$ cat src/tbht_pkg.sv
package tbht_pkg;

  localparam logic [1:0] OP_DEFINE     = 2'd0;
  localparam logic [1:0] OP_ACTIVATE   = 2'd1;
  localparam logic [1:0] OP_DEACTIVATE = 2'd2;
  localparam logic [1:0] OP_TOUCH      = 2'd3;

  localparam int STATUS_W = 3;
  localparam logic [STATUS_W-1:0] STAT_FIRED      = 3'd0;
  localparam logic [STATUS_W-1:0] STAT_NO_HANDLER = 3'd1;
  localparam logic [STATUS_W-1:0] STAT_INACTIVE   = 3'd2;
  localparam logic [STATUS_W-1:0] STAT_DEFINED    = 3'd3;
  localparam logic [STATUS_W-1:0] STAT_FULL       = 3'd4;

  localparam int INDEX_W    = 4;
  localparam int OUT_DATA_W = 8;
  localparam int MENU_W     = 8;
  localparam int ID_W       = 4;

  localparam int MAX_RESULTS = 16;
  localparam int RES_W       = 5;

  // Bit positions of the flags at the low end of a packed table entry.
  localparam int ACTIVE_BIT  = 0;
  localparam int HANDLER_BIT = 1;

  typedef enum logic [1:0] {
    S_IDLE,
    S_SCAN,
    S_FLUSH
  } state_e;

  typedef struct packed {
    logic shift;
    logic write;
    logic set_active;
    logic clear_active;
  } cell_ctrl_t;

  typedef struct packed {
    logic hit;
    logic handler;
    logic active;
  } hit_t;

endpackage

$ cat src/tbht_cell.sv
module tbht_cell #(
  parameter int ENTRY_W = 58
) (
  input  logic                clk_i,
  input  tbht_pkg::cell_ctrl_t ctrl_i,
  input  logic [ENTRY_W-1:0]  entry_i,
  input  logic [ENTRY_W-1:0]  wr_entry_i,
  output logic [ENTRY_W-1:0]  entry_o
);
  import tbht_pkg::*;

  logic [ENTRY_W-1:0] entry_q;
  logic [ENTRY_W-1:0] entry_d;

  always_comb begin
    entry_d = entry_q;
    if (ctrl_i.shift) begin
      entry_d = entry_i;
    end else if (ctrl_i.write) begin
      entry_d = wr_entry_i;
    end else if (ctrl_i.set_active) begin
      entry_d[ACTIVE_BIT] = 1'b1;
    end else if (ctrl_i.clear_active) begin
      entry_d[ACTIVE_BIT] = 1'b0;
    end
  end

  always_ff @(posedge clk_i) begin
    entry_q <= entry_d;
  end

  assign entry_o = entry_q;

endmodule

$ cat src/tbht_hit.sv
module tbht_hit #(
  parameter int COORD_BITS = 12,
  parameter int ENTRY_W    = 4 * COORD_BITS + 10
) (
  input  logic [ENTRY_W-1:0]          entry_i,
  input  logic [COORD_BITS-1:0]       px_i,
  input  logic [COORD_BITS-1:0]       py_i,
  input  logic [tbht_pkg::MENU_W-1:0] menu_i,
  output tbht_pkg::hit_t              hit_o
);
  import tbht_pkg::*;

  typedef struct packed {
    logic [COORD_BITS-1:0] x;
    logic [COORD_BITS-1:0] y;
    logic [COORD_BITS-1:0] w;
    logic [COORD_BITS-1:0] h;
    logic [MENU_W-1:0]     menu;
    logic                  handler;
    logic                  active;
  } entry_t;

  entry_t              ent;
  logic [COORD_BITS:0] right;
  logic [COORD_BITS:0] bottom;

  assign ent    = entry_t'(entry_i);
  assign right  = {1'b0, ent.x} + {1'b0, ent.w};
  assign bottom = {1'b0, ent.y} + {1'b0, ent.h};

  assign hit_o.hit = (px_i >= ent.x) && ({1'b0, px_i} <= right) &&
                     (py_i >= ent.y) && ({1'b0, py_i} <= bottom) &&
                     (ent.menu == menu_i);
  assign hit_o.handler = ent.handler;
  assign hit_o.active  = ent.active;

endmodule

$ cat src/touch_button_hit_table.sv
// Touch button hit table.
// Input items arrive on the s_axis channel and carry one of four opcodes:
// define, activate, deactivate all and touch. Results leave on the m_axis
// channel with the button index in tdata, the status in tuser and tlast on
// the final result caused by one input item. The current menu is written
// through the cfg channel, which is always ready.
// The buttons live in a ring of cells. A define writes the next free cell and
// its result appears in the cycle after the item is accepted. A touch rotates
// the ring once, testing one button per cycle at the head cell unless the
// scan pauses for the output register, and then flushes before the next item
// is accepted. Activate and deactivate all give no result.
// A hit is held back one step so that tlast can be set on the last one.
// When the receiver stalls, the finished result waits in the output register
// and the scan pauses only when a further result needs that register.
// Reset empties the table, clears the last hit and selects menu zero.
module touch_button_hit_table #(
  parameter int MAX_BUTTONS = 16,
  parameter int COORD_BITS  = 12,
  localparam int IN_BITS    = 4 * COORD_BITS + 15,
  localparam int DATA_W     = ((IN_BITS + 7) / 8) * 8
) (
  input  logic                              clk_i,
  input  logic                              rst_ni,
  input  logic                              s_axis_tvalid,
  output logic                              s_axis_tready,
  // opcode, pos_x, pos_y, box_width, box_height, menu_id, has_handler, button_id
  input  logic [DATA_W-1:0]                 s_axis_tdata,
  output logic                              m_axis_tvalid,
  input  logic                              m_axis_tready,
  // button_index
  output logic [tbht_pkg::OUT_DATA_W-1:0]   m_axis_tdata,
  // status
  output logic [tbht_pkg::STATUS_W-1:0]     m_axis_tuser,
  output logic                              m_axis_tlast,
  input  logic                              cfg_valid_i,
  output logic                              cfg_ready_o,
  input  logic [tbht_pkg::MENU_W-1:0]       cfg_data_i
);
  import tbht_pkg::*;

  localparam int IDX_W   = (MAX_BUTTONS > 1) ? $clog2(MAX_BUTTONS) : 1;
  localparam int CNT_W   = $clog2(MAX_BUTTONS + 1);
  localparam int CMP_W   = (CNT_W > ID_W) ? CNT_W : ID_W;
  localparam int ENTRY_W = 4 * COORD_BITS + MENU_W + 2;
  localparam int OFF_X   = 2;
  localparam int OFF_Y   = OFF_X + COORD_BITS;
  localparam int OFF_W   = OFF_Y + COORD_BITS;
  localparam int OFF_H   = OFF_W + COORD_BITS;
  localparam int OFF_M   = OFF_H + COORD_BITS;
  localparam int OFF_HND = OFF_M + MENU_W;
  localparam int OFF_ID  = OFF_HND + 1;

  logic [1:0]            in_op;
  logic [COORD_BITS-1:0] in_x;
  logic [COORD_BITS-1:0] in_y;
  logic [COORD_BITS-1:0] in_w;
  logic [COORD_BITS-1:0] in_h;
  logic [MENU_W-1:0]     in_menu;
  logic                  in_hnd;
  logic [ID_W-1:0]       in_id;

  assign in_op   = s_axis_tdata[1:0];
  assign in_x    = s_axis_tdata[OFF_X +: COORD_BITS];
  assign in_y    = s_axis_tdata[OFF_Y +: COORD_BITS];
  assign in_w    = s_axis_tdata[OFF_W +: COORD_BITS];
  assign in_h    = s_axis_tdata[OFF_H +: COORD_BITS];
  assign in_menu = s_axis_tdata[OFF_M +: MENU_W];
  assign in_hnd  = s_axis_tdata[OFF_HND];
  assign in_id   = s_axis_tdata[OFF_ID +: ID_W];

  state_e                state_q, state_d;
  logic [CNT_W-1:0]      count_q, count_d;
  logic [CNT_W-1:0]      last_hit_q, last_hit_d;
  logic [IDX_W-1:0]      scan_idx_q, scan_idx_d;
  logic [RES_W-1:0]      nres_q, nres_d;
  logic [MENU_W-1:0]     menu_q;
  logic [COORD_BITS-1:0] px_q, py_q;
  logic                  pend_valid_q, pend_valid_d;
  logic [INDEX_W-1:0]    pend_idx_q, pend_idx_d;
  logic [STATUS_W-1:0]   pend_stat_q, pend_stat_d;
  logic                  m_valid_q;
  logic [INDEX_W-1:0]    m_idx_q;
  logic [STATUS_W-1:0]   m_stat_q;
  logic                  m_last_q;

  logic                  out_free;
  logic                  in_fire;
  logic                  load;
  logic [INDEX_W-1:0]    ld_idx;
  logic [STATUS_W-1:0]   ld_stat;
  logic                  ld_last;
  logic                  do_write;
  logic                  do_set;
  logic                  do_clear;
  logic                  do_shift;
  logic                  match;
  logic                  emit;
  logic [STATUS_W-1:0]   hit_stat;

  logic [ENTRY_W-1:0]    wr_entry;
  logic [ENTRY_W-1:0]    cell_out [MAX_BUTTONS];
  cell_ctrl_t            cell_ctrl [MAX_BUTTONS];
  hit_t                  head_hit;

  assign wr_entry = {in_x, in_y, in_w, in_h, in_menu, in_hnd, 1'b0};

  for (genvar k = 0; k < MAX_BUTTONS; k++) begin : g_cell
    localparam int NXT = (k + 1) % MAX_BUTTONS;

    assign cell_ctrl[k].shift        = do_shift;
    assign cell_ctrl[k].write        = do_write && (count_q == CNT_W'(k));
    assign cell_ctrl[k].set_active   = do_set && (CMP_W'(in_id) == CMP_W'(k));
    assign cell_ctrl[k].clear_active = do_clear;

    tbht_cell #(
      .ENTRY_W(ENTRY_W)
    ) u_cell (
      .clk_i     (clk_i),
      .ctrl_i    (cell_ctrl[k]),
      .entry_i   (cell_out[NXT]),
      .wr_entry_i(wr_entry),
      .entry_o   (cell_out[k])
    );
  end

  tbht_hit #(
    .COORD_BITS(COORD_BITS),
    .ENTRY_W   (ENTRY_W)
  ) u_hit (
    .entry_i(cell_out[0]),
    .px_i   (px_q),
    .py_i   (py_q),
    .menu_i (menu_q),
    .hit_o  (head_hit)
  );

  assign out_free      = !m_valid_q || m_axis_tready;
  assign s_axis_tready = (state_q == S_IDLE) && out_free;
  assign in_fire       = s_axis_tvalid && s_axis_tready;

  assign match = (CNT_W'(scan_idx_q) < count_q) && head_hit.hit;
  assign emit  = match && (CNT_W'(scan_idx_q) != last_hit_q) &&
                 (nres_q < RES_W'(MAX_RESULTS));

  always_comb begin
    if (!head_hit.handler) begin
      hit_stat = STAT_NO_HANDLER;
    end else if (!head_hit.active) begin
      hit_stat = STAT_INACTIVE;
    end else begin
      hit_stat = STAT_FIRED;
    end
  end

  always_comb begin
    state_d      = state_q;
    count_d      = count_q;
    last_hit_d   = last_hit_q;
    scan_idx_d   = scan_idx_q;
    nres_d       = nres_q;
    pend_valid_d = pend_valid_q;
    pend_idx_d   = pend_idx_q;
    pend_stat_d  = pend_stat_q;
    load         = 1'b0;
    ld_idx       = pend_idx_q;
    ld_stat      = pend_stat_q;
    ld_last      = 1'b0;
    do_write     = 1'b0;
    do_set       = 1'b0;
    do_clear     = 1'b0;
    do_shift     = 1'b0;
    case (state_q)
      S_IDLE: begin
        if (in_fire) begin
          case (in_op)
            OP_DEFINE: begin
              load    = 1'b1;
              ld_last = 1'b1;
              if (count_q == CNT_W'(MAX_BUTTONS)) begin
                ld_idx  = '0;
                ld_stat = STAT_FULL;
              end else begin
                ld_idx   = INDEX_W'(count_q);
                ld_stat  = STAT_DEFINED;
                do_write = 1'b1;
                count_d  = count_q + 1'b1;
              end
            end
            OP_ACTIVATE: begin
              do_set = CMP_W'(in_id) < CMP_W'(count_q);
            end
            OP_DEACTIVATE: begin
              do_clear = 1'b1;
            end
            OP_TOUCH: begin
              state_d    = S_SCAN;
              scan_idx_d = '0;
              nres_d     = '0;
            end
            default: begin
              state_d = S_IDLE;
            end
          endcase
        end
      end
      S_SCAN: begin
        if (!(emit && pend_valid_q) || out_free) begin
          do_shift   = 1'b1;
          scan_idx_d = scan_idx_q + 1'b1;
          if (match) begin
            last_hit_d = CNT_W'(scan_idx_q);
          end
          if (emit) begin
            load         = pend_valid_q;
            pend_valid_d = 1'b1;
            pend_idx_d   = INDEX_W'(scan_idx_q);
            pend_stat_d  = hit_stat;
            nres_d       = nres_q + 1'b1;
          end
          if (scan_idx_q == IDX_W'(MAX_BUTTONS - 1)) begin
            scan_idx_d = '0;
            state_d    = S_FLUSH;
          end
        end
      end
      S_FLUSH: begin
        if (!pend_valid_q) begin
          state_d = S_IDLE;
        end else if (out_free) begin
          load         = 1'b1;
          ld_last      = 1'b1;
          pend_valid_d = 1'b0;
          state_d      = S_IDLE;
        end
      end
      default: begin
        state_d = S_IDLE;
      end
    endcase
  end

  always_ff @(posedge clk_i or negedge rst_ni) begin
    if (!rst_ni) begin
      state_q      <= S_IDLE;
      count_q      <= '0;
      last_hit_q   <= CNT_W'(MAX_BUTTONS);
      scan_idx_q   <= '0;
      nres_q       <= '0;
      menu_q       <= '0;
      pend_valid_q <= 1'b0;
      m_valid_q    <= 1'b0;
    end else begin
      state_q      <= state_d;
      count_q      <= count_d;
      last_hit_q   <= last_hit_d;
      scan_idx_q   <= scan_idx_d;
      nres_q       <= nres_d;
      pend_valid_q <= pend_valid_d;
      if (cfg_valid_i) begin
        menu_q <= cfg_data_i;
      end
      if (load) begin
        m_valid_q <= 1'b1;
      end else if (m_axis_tready) begin
        m_valid_q <= 1'b0;
      end
    end
  end

  always_ff @(posedge clk_i) begin
    pend_idx_q  <= pend_idx_d;
    pend_stat_q <= pend_stat_d;
    if (in_fire) begin
      px_q <= in_x;
      py_q <= in_y;
    end
    if (load) begin
      m_idx_q  <= ld_idx;
      m_stat_q <= ld_stat;
      m_last_q <= ld_last;
    end
  end

  assign cfg_ready_o   = 1'b1;
  assign m_axis_tvalid = m_valid_q;
  assign m_axis_tdata  = OUT_DATA_W'(m_idx_q);
  assign m_axis_tuser  = m_stat_q;
  assign m_axis_tlast  = m_last_q;

endmodule

$ cat config.mk
export PLATFORM = sky130hd
export DESIGN_NAME = touch_button_hit_table
export DESIGN_NICKNAME = d
export VERILOG_FILES = /design/src/tbht_pkg.sv /design/src/tbht_cell.sv /design/src/tbht_hit.sv /design/src/touch_button_hit_table.sv
export SDC_FILE = /design/constraint.sdc
export NUM_CORES = 1
export LEC_CHECK = 0
export BUFFER_PORTS_ARGS = -buffer_cell sky130_fd_sc_hd__buf_2
export CELL_PAD_IN_SITES_DETAIL_PLACEMENT = 1
export CELL_PAD_IN_SITES_GLOBAL_PLACEMENT = 1
export CORE_MARGIN = 4
export CORE_UTILIZATION = 53
export CTS_CLUSTER_SIZE = 10
export DETAILED_ROUTE_END_ITERATION = 8
export GPL_TIMING_DRIVEN = 0
export PLACE_DENSITY_LB_ADDON = 0.1
export SLEW_MARGIN = 40
export SYNTH_ARGS = -nofsm -noshare
export SYNTH_HDL_FRONTEND = slang
export SYNTH_SLANG_ARGS = --single-unit
$ cat constraint.sdc
create_clock -name clk_i -period 10.93 [get_ports clk_i]
set_input_delay 2.186 -clock clk_i [delete_from_list [all_inputs] [get_ports clk_i]]
set_output_delay 2.186 -clock clk_i [all_outputs]
set_load 0.02 [all_outputs]
After elaboration in Yosys (flattened, before gate mapping)
Index checks and enable logic that the tools add are counted.

$add $sub $neg: 5. Multiply operators: 0. Divide/modulo/power cells: 0. Magnitude comparators: 7. Equality and inequality tests: 45. Shift-type cells: 0. Muxes and demuxes: 118. Bitwise logic cells: 1. Reductions and logical operators: 92.

Operator list (number): 2-to-1 mux 58 bit (16); 2-to-1 mux 57 bit (16); nonzero test 4 bit (16); 2-to-1 mux 1 bit (57); logical AND 1 bit (42); equality test 5 x 4 -> 1 bit (second input constant) (8); nonzero test 2 bit (19); equality test 4 bit (second input constant) (9); 2-to-1 mux 4 bit (8); adder 12 x 12 -> 13 bit (2); less-or-equal comparator 12 x 13 -> 1 bit (2); greater-or-equal comparator 12 bit (2); equality test 5 x 3 -> 1 bit (second input constant) (4); 2-to-1 mux 5 bit (4); equality test 4 x 3 -> 1 bit (second input constant) (4); 2-to-1 mux 2 bit (7); 2-to-1 mux 3 bit (4); adder 5 x 1 -> 5 bit (second input constant) (2); equality test 5 x 2 -> 1 bit (second input constant) (2); less-than comparator 4 x 5 -> 1 bit (2); one-hot mux 5 bit (2 select lines) (1); AND reduction 5 bit (2); AND reduction 3 bit (3); equality test 4 x 2 -> 1 bit (second input constant) (2); 23 further kinds (34).

Flip-flop bits (word level): 998. Bits in latches: 0. Memory bits (writable): 0. Memory bits (read-only): 0. Memories kept: 0.

Depth between registers and ports, before layout
Depth after elaboration: 15. Depth in mapped cells: 22. Mapped depth without buffers: 18.

By module
A second synthesis with hierarchy kept.

Cell total of the unflattened synthesis: 2602. Area total of the unflattened synthesis: 45477.4 um2.

By module, submodules not included: tbht_cell (instances 16, cells an instance 127, area each 2498.6 um2, sequential area each 1741.7 um2); touch_button_hit_table (instances 1, cells an instance 287, area each 3298.2 um2, sequential area each 1918.1 um2); tbht_hit (instances 1, cells an instance 283, area each 2200.9 um2, sequential area each 0.0 um2).

Worst setup path after synthesis
Ideal clock, no wire load.

Path kind: input -> register. Start: in m_axis_tready. End: reg g_cell[5].u_cell.entry_q[10], enable pin. Setup time: 0.644 ns. Data arrival time: 4.842 ns. Data required time: 10.286 ns. Slack: 5.444 ns. Stages: 9. Buffers on the path: 4. Path through: nor2b_1 -> clkbuf_1 -> nand3_1 -> or4_4 -> o21ai_2 -> buf_6 -> buf_6 -> clkbuf_1 -> nand2_1.

Cells in the longest elaborated chain, start to end: 7. Elaborated cells between the ends (all ways): 10.

RTL lines: start: declaration (RTL line touch_button_hit_table.sv:29) `input logic m_axis_tready,`; logical OR 1 bit * (RTL line touch_button_hit_table.sv:137) `assign out_free = !m_valid_q || m_axis_tready;`; logical AND 1 bit (RTL line touch_button_hit_table.sv:138) `assign s_axis_tready = (state_q == S_IDLE) && out_free;`; logical AND 1 bit (RTL line touch_button_hit_table.sv:139) `assign in_fire = s_axis_tvalid && s_axis_tready;`; 2-to-1 mux 1 bit (RTL line touch_button_hit_table.sv:174) `if (in_fire) begin`; 2-to-1 mux 1 bit (RTL line touch_button_hit_table.sv:172) `case (state_q)`; logical AND 1 bit (RTL line touch_button_hit_table.sv:111) `assign cell_ctrl[k].write = do_write && (count_q == CNT_W'(k));`; nonzero test 2 bit (no source line) *; end signal: assignment (RTL line tbht_cell.sv:29) `entry_q <= entry_d;`; end: declaration (RTL line tbht_cell.sv:12) `logic [ENTRY_W-1:0] entry_q;`.

Mark *: on every way between the ends. The rest lies on a longest branch, timed or not. A chain may end at the register's enable or synchronous reset.

Final worst setup path
Start: reg g_cell[0].u_cell.entry_q[11]. End: reg g_cell[2].u_cell.entry_q[21], enable pin.

Cells in the longest elaborated chain, start to end: 13.

RTL lines: start: declaration (RTL line tbht_cell.sv:12); start signal: assignment (RTL line tbht_cell.sv:29); adder 12 x 12 -> 13 bit (RTL line tbht_hit.sv:29) `assign bottom = {1'b0, ent.y} + {1'b0, ent.h};`; less-or-equal comparator 12 x 13 -> 1 bit (RTL line tbht_hit.sv:32) `(py_i >= ent.y) && ({1'b0, py_i} <= bottom) &&`; logical AND 1 bit (2 in a row) (RTL line tbht_hit.sv:32); logical AND 1 bit (RTL line touch_button_hit_table.sv:141) `assign match = (CNT_W'(scan_idx_q) < count_q) && head_hit.hit;`; logical AND 1 bit (2 in a row) (RTL line touch_button_hit_table.sv:142) `assign emit = match && (CNT_W'(scan_idx_q) != last_hit_q) &&`; logical AND 1 bit (RTL line touch_button_hit_table.sv:207) `if (!(emit && pend_valid_q) || out_free) begin`; zero test 1 bit (RTL line touch_button_hit_table.sv:207); logical OR 1 bit (RTL line touch_button_hit_table.sv:207); 2-to-1 mux 1 bit (RTL line touch_button_hit_table.sv:207); 2-to-1 mux 1 bit (RTL line touch_button_hit_table.sv:172); nonzero test 2 bit (no source line); end signal: assignment (RTL line tbht_cell.sv:29); end: declaration (RTL line tbht_cell.sv:12).

No other way between the ends.

==> results by group <==
CTS
  – Clock network latency to the later pin of the worst-skew pair: around 0.67 ns
  – Root buf cell: clkbuf_16
  – Inserted Clock Buffers: 111
  – Number of gates given a new drive strength after cts: 0
  – Worst-path clk slew: 0.06 ns
  – H-tree levels: 3
  – # hold bufs at CTS: 0
  – Clock sinks: 997
  – Max Root-Sink Buffers: 3
  – CTS tree: yes
  – # Post-CTS Setup Buffers: 0

Pwr
  – Seq pwr share: 0.456
  – Sw frac: 0.345
  – Leakage: 22.4 nW
  – Maximum VDD drop: 0.208 mV
  – Power per cell area: around 370 nW/um2
  – Combinational Power Share: 0.359
  – Switch Pwr: just over 6 mW
  – Int Pwr: approximately 12 mW
  – Clk pwr share: 0.186

Logic synthesis
  – Async SR Flop Fraction: 0.0311
  – Compound-Gate Fraction of Synth Area: 0.186
  – Post-synth top cells: 966 x edfxtp_1, 922 x a21o_1, 101 x buf_2, 85 x ha_1, 74 x nand2_1
  – Post-synth cell types: between 60 and 70
  – Mapped cell area: approximately 42000 um2
  – Proportion of synthesized area in mux cells: 0.00319
  – Number of synthesized flops with an enable pin: roughly 970
  – Synthesized-area fraction occupied by xor and xnor cells: 0.00703
  – Yosys warning count: 0
  – Seq/Total Area, Yosys: 0.703
  – Dominant synthesized flop cell: edfxtp_1
  – Synth Area in Adders: 0.0261
  – Syn_area_per_cell: about 15 um2
  – Main combinational cell family by area after synthesis: compound AO/OA/AOI/OAI gates
  – Top-count cell post-synth: edfxtp_1
  – Top-area cell type share of the netlist area: 0.685
  – Simple-Gate Fraction of Synth Area: 0.0310
  – Number of synthesized register bits: ~1000
  – Post-synth top area cell: edfxtp_1
  – Synth area leaders: edfxtp_1 69%, a21o_1 16%, ha_1 2.5%
  – Post-Syn Instances: 2734

Placement
  – Pre-CTS worst setup slack: roughly 4.5 ns
  – RD Place Congestion: between 0.8 and 0.9
  – Placed insts: between 3k and 4k
  – DP HPWL: 77800 um
  – Placed cell areas: between 40000 and 50000 um2
  – IO Port Bufs: between 80 and 90

Timing
  – Slew headroom: 0.450
  – Final WS setup: 4.43 ns
  – Final setup vio count: 0
  – Final hold vios: 0
  – Clock skew: a little under 0.03 ns
  – RSZ-0062 raised after global routing: false
  – Tcrit/Tclk final: 0.595
  – Min cycle time layout: between 6 and 7 ns
  – Final Max Slew Viols: 0
  – Actual transition at the worst max-transition pin: slightly above 0.8 ns
  – Setup TNS: 0 ns
  – Fmax: between 150 and 200 MHz

Setup path
  – R2R Setup Slk: between 4 and 5 ns
  – Crit end category: register
  – Kind of critical path: reg -> reg
  – CP max FO: 29
  – Crit path launch type: register
  – CP arrival: ~7 ns
  – Worst Path Required: 11.30 ns

Min path
  – Worst min path class: reg -> reg

GRT
  – Global route overflow: 0
  – Vias in the first global route: approximately 26k
  – Initial antenna violation count: 5
  – First-pass GRT wire length: around 170000 um
  – Pin count of the biggest net entering global routing: 34
  – Global-route usage over all layers: 0.262

Layout
  – Proportion of layout cells with a drive suffix above 1: 0.166
  – Fin nets: roughly 3.1k
  – Post-Layout Cell Count: between 4k and 5k
  – Final instance area: approximately 48000 um2
  – Final Core Density: 0.602
  – Synth-to-layout area growth: 12.5%

Die
  – I/O pin total: just over 90
  – Chip width: 291 um
  – # rows: 103
  – Die area: about 84000 um2
  – Core area: ~80000 um2
  – Initial Utilization: 0.535
  – Die height: 291 um

Run
  – Max cap viols: 0

Detailed routing
  – Via/cell ratio: around 6.1
  – Remaining DRCs: 0
  – Drt wl/cell: 27.7 um
  – Final WL: roughly 110000 um
  – Vias: 24.5k
  – Detailed Route Iter0 Violations: between 2k and 2.5k
  – Remaining antenna violation count after routing: 0
  – DRT Pass-1 Iters: 7

Status
  – Status: finished clean
[metrics by stage]
stage | hold slack (ns) | power (mW)
after floorplan | 0.450 | 12.0
after global placement | 0.476 | 14.0
after detailed placement | 0.481 | 14.5
after CTS | 0.467 | 17.9
after global routing | 0.493 | 18.7
final | 0.480 | 17.8
[power groups by stage]
| stage | combinational (mW) | clock [mW] | sequential [mW] |
|---|---|---|---|
| final | 6.38 | 3.30 | 8.10 |
| after global routing | 6.92 | 3.53 | 8.25 |
| after CTS | 6.41 | 3.36 | 8.12 |
| after detailed placement | 6.34 | 0 | 8.16 |
| after global placement | 5.77 | 0 | 8.24 |
| after floorplan | 4.22 | 0 | 7.79 |
[worst max-delay path: stages, from the launching register on]
cell      delay, ns
edfxtp_1       0.56
ha_1           0.36
a21o_1         0.18
a21oi_1        0.26
o21ai_0        0.16
a31oi_1        0.29
nor2b_1        0.08
o21a_1         0.19
o41ai_1        0.34
xor2_1         0.19
ha_1           0.26
a21oi_1        0.19
nand2b_1       0.08
o31ai_1        0.50
o22ai_2        0.29
o21ai_2        0.33
buf_6          0.31
buf_6          0.26
clkbuf_2       0.48
nand2_4        0.44
buf_12         0.33
[cells in the final DEF, fill, tap and decap left out, types with 21 or more instances in the layout]
cell type / Yosys / final
nor2_1: 29 / 29
a21oi_1: 27 / 27
buf_2: 101 / 185
buf_4: 62 / 63
and2_1: 59 / 59
inv_1: 41 / 40
clkbuf_2: 17 / 21
buf_6: 48 / 48
o21ai_0: 43 / 43
ha_1: 85 / 85
xnor2_1: 22 / 22
edfxtp_1: 966 / 966
clkbuf_1: 16 / 47
dfrtp_1: 30 / 30
nand2_1: 74 / 58
clkbuf_16: 0 / 113
a21o_1: 922 / 922
[worst paths after layout]
check,from,to,cells after the start
max,g_cell[0].u_cell.entry_o[11],g_cell[2].u_cell.entry_o[21],20
min,scan_idx_q[2],pend_idx_q[2],0
max reg2reg,g_cell[0].u_cell.entry_o[11],g_cell[2].u_cell.entry_o[21],20
min reg2reg,scan_idx_q[2],pend_idx_q[2],0
max in group asynchronous,rst_ni,last_hit_q[4],1
min in group asynchronous,rst_ni,menu_q[3],1
[cells by family (layout without fill, tap and decap cells)]
| family | count (synthesis) | in the layout |
|---|---|---|
| compound gates | 1066 | 1066 |
| xor+xnor | 34 | 34 |
| fa+ha+maj | 87 | 87 |
| buf+inv | 285 | 546 |
| flops | 997 | 997 |
| mux | 12 | 12 |
| other cells | 2 | 6 |
| simple gates | 251 | 251 |
[flip-flops by register name (all words and copies together) (netlist names)]
register               flops
pend_valid_q               1
m_axis_tlast               1
m_axis_tuser               3
px_q                      12
state_q                    2
count_q                    5
pend_idx_q                 4
last_hit_q                 5
nres_q                     5
m_axis_tvalid              1
m_idx_q                    4
py_q                      12
menu_q                     8
g_cell.u_cell.entry_o    928
pend_stat_q                2
scan_idx_q                 4
[layer usage]
layer / track usage / vias to the layer above / routed length, um / share of wire
li1: - / 10800 / - / -
met5: 0 / - / 0 / 0
met4: 0.0821 / 0 / 3470 / 0.031
met3: 0.0420 / 175 / 6240 / 0.056
met1: 0.360 / 12900 / 48000 / 0.43
met2: 0.435 / 691 / 54400 / 0.49
[final cells by class]
class,count,area [um2]
diodes,1,2.50
plain buffers,244,1660
clock buffers,149,2970
clock inverters,10,101
fillers,7302,31500
inverters,41,154
multi-input cells,1455,10900
flip-flops and latches,997,29800
well taps,1050,1310
repair buffers,102,768
No activity file was read; power rests on OpenSTA's default activity.
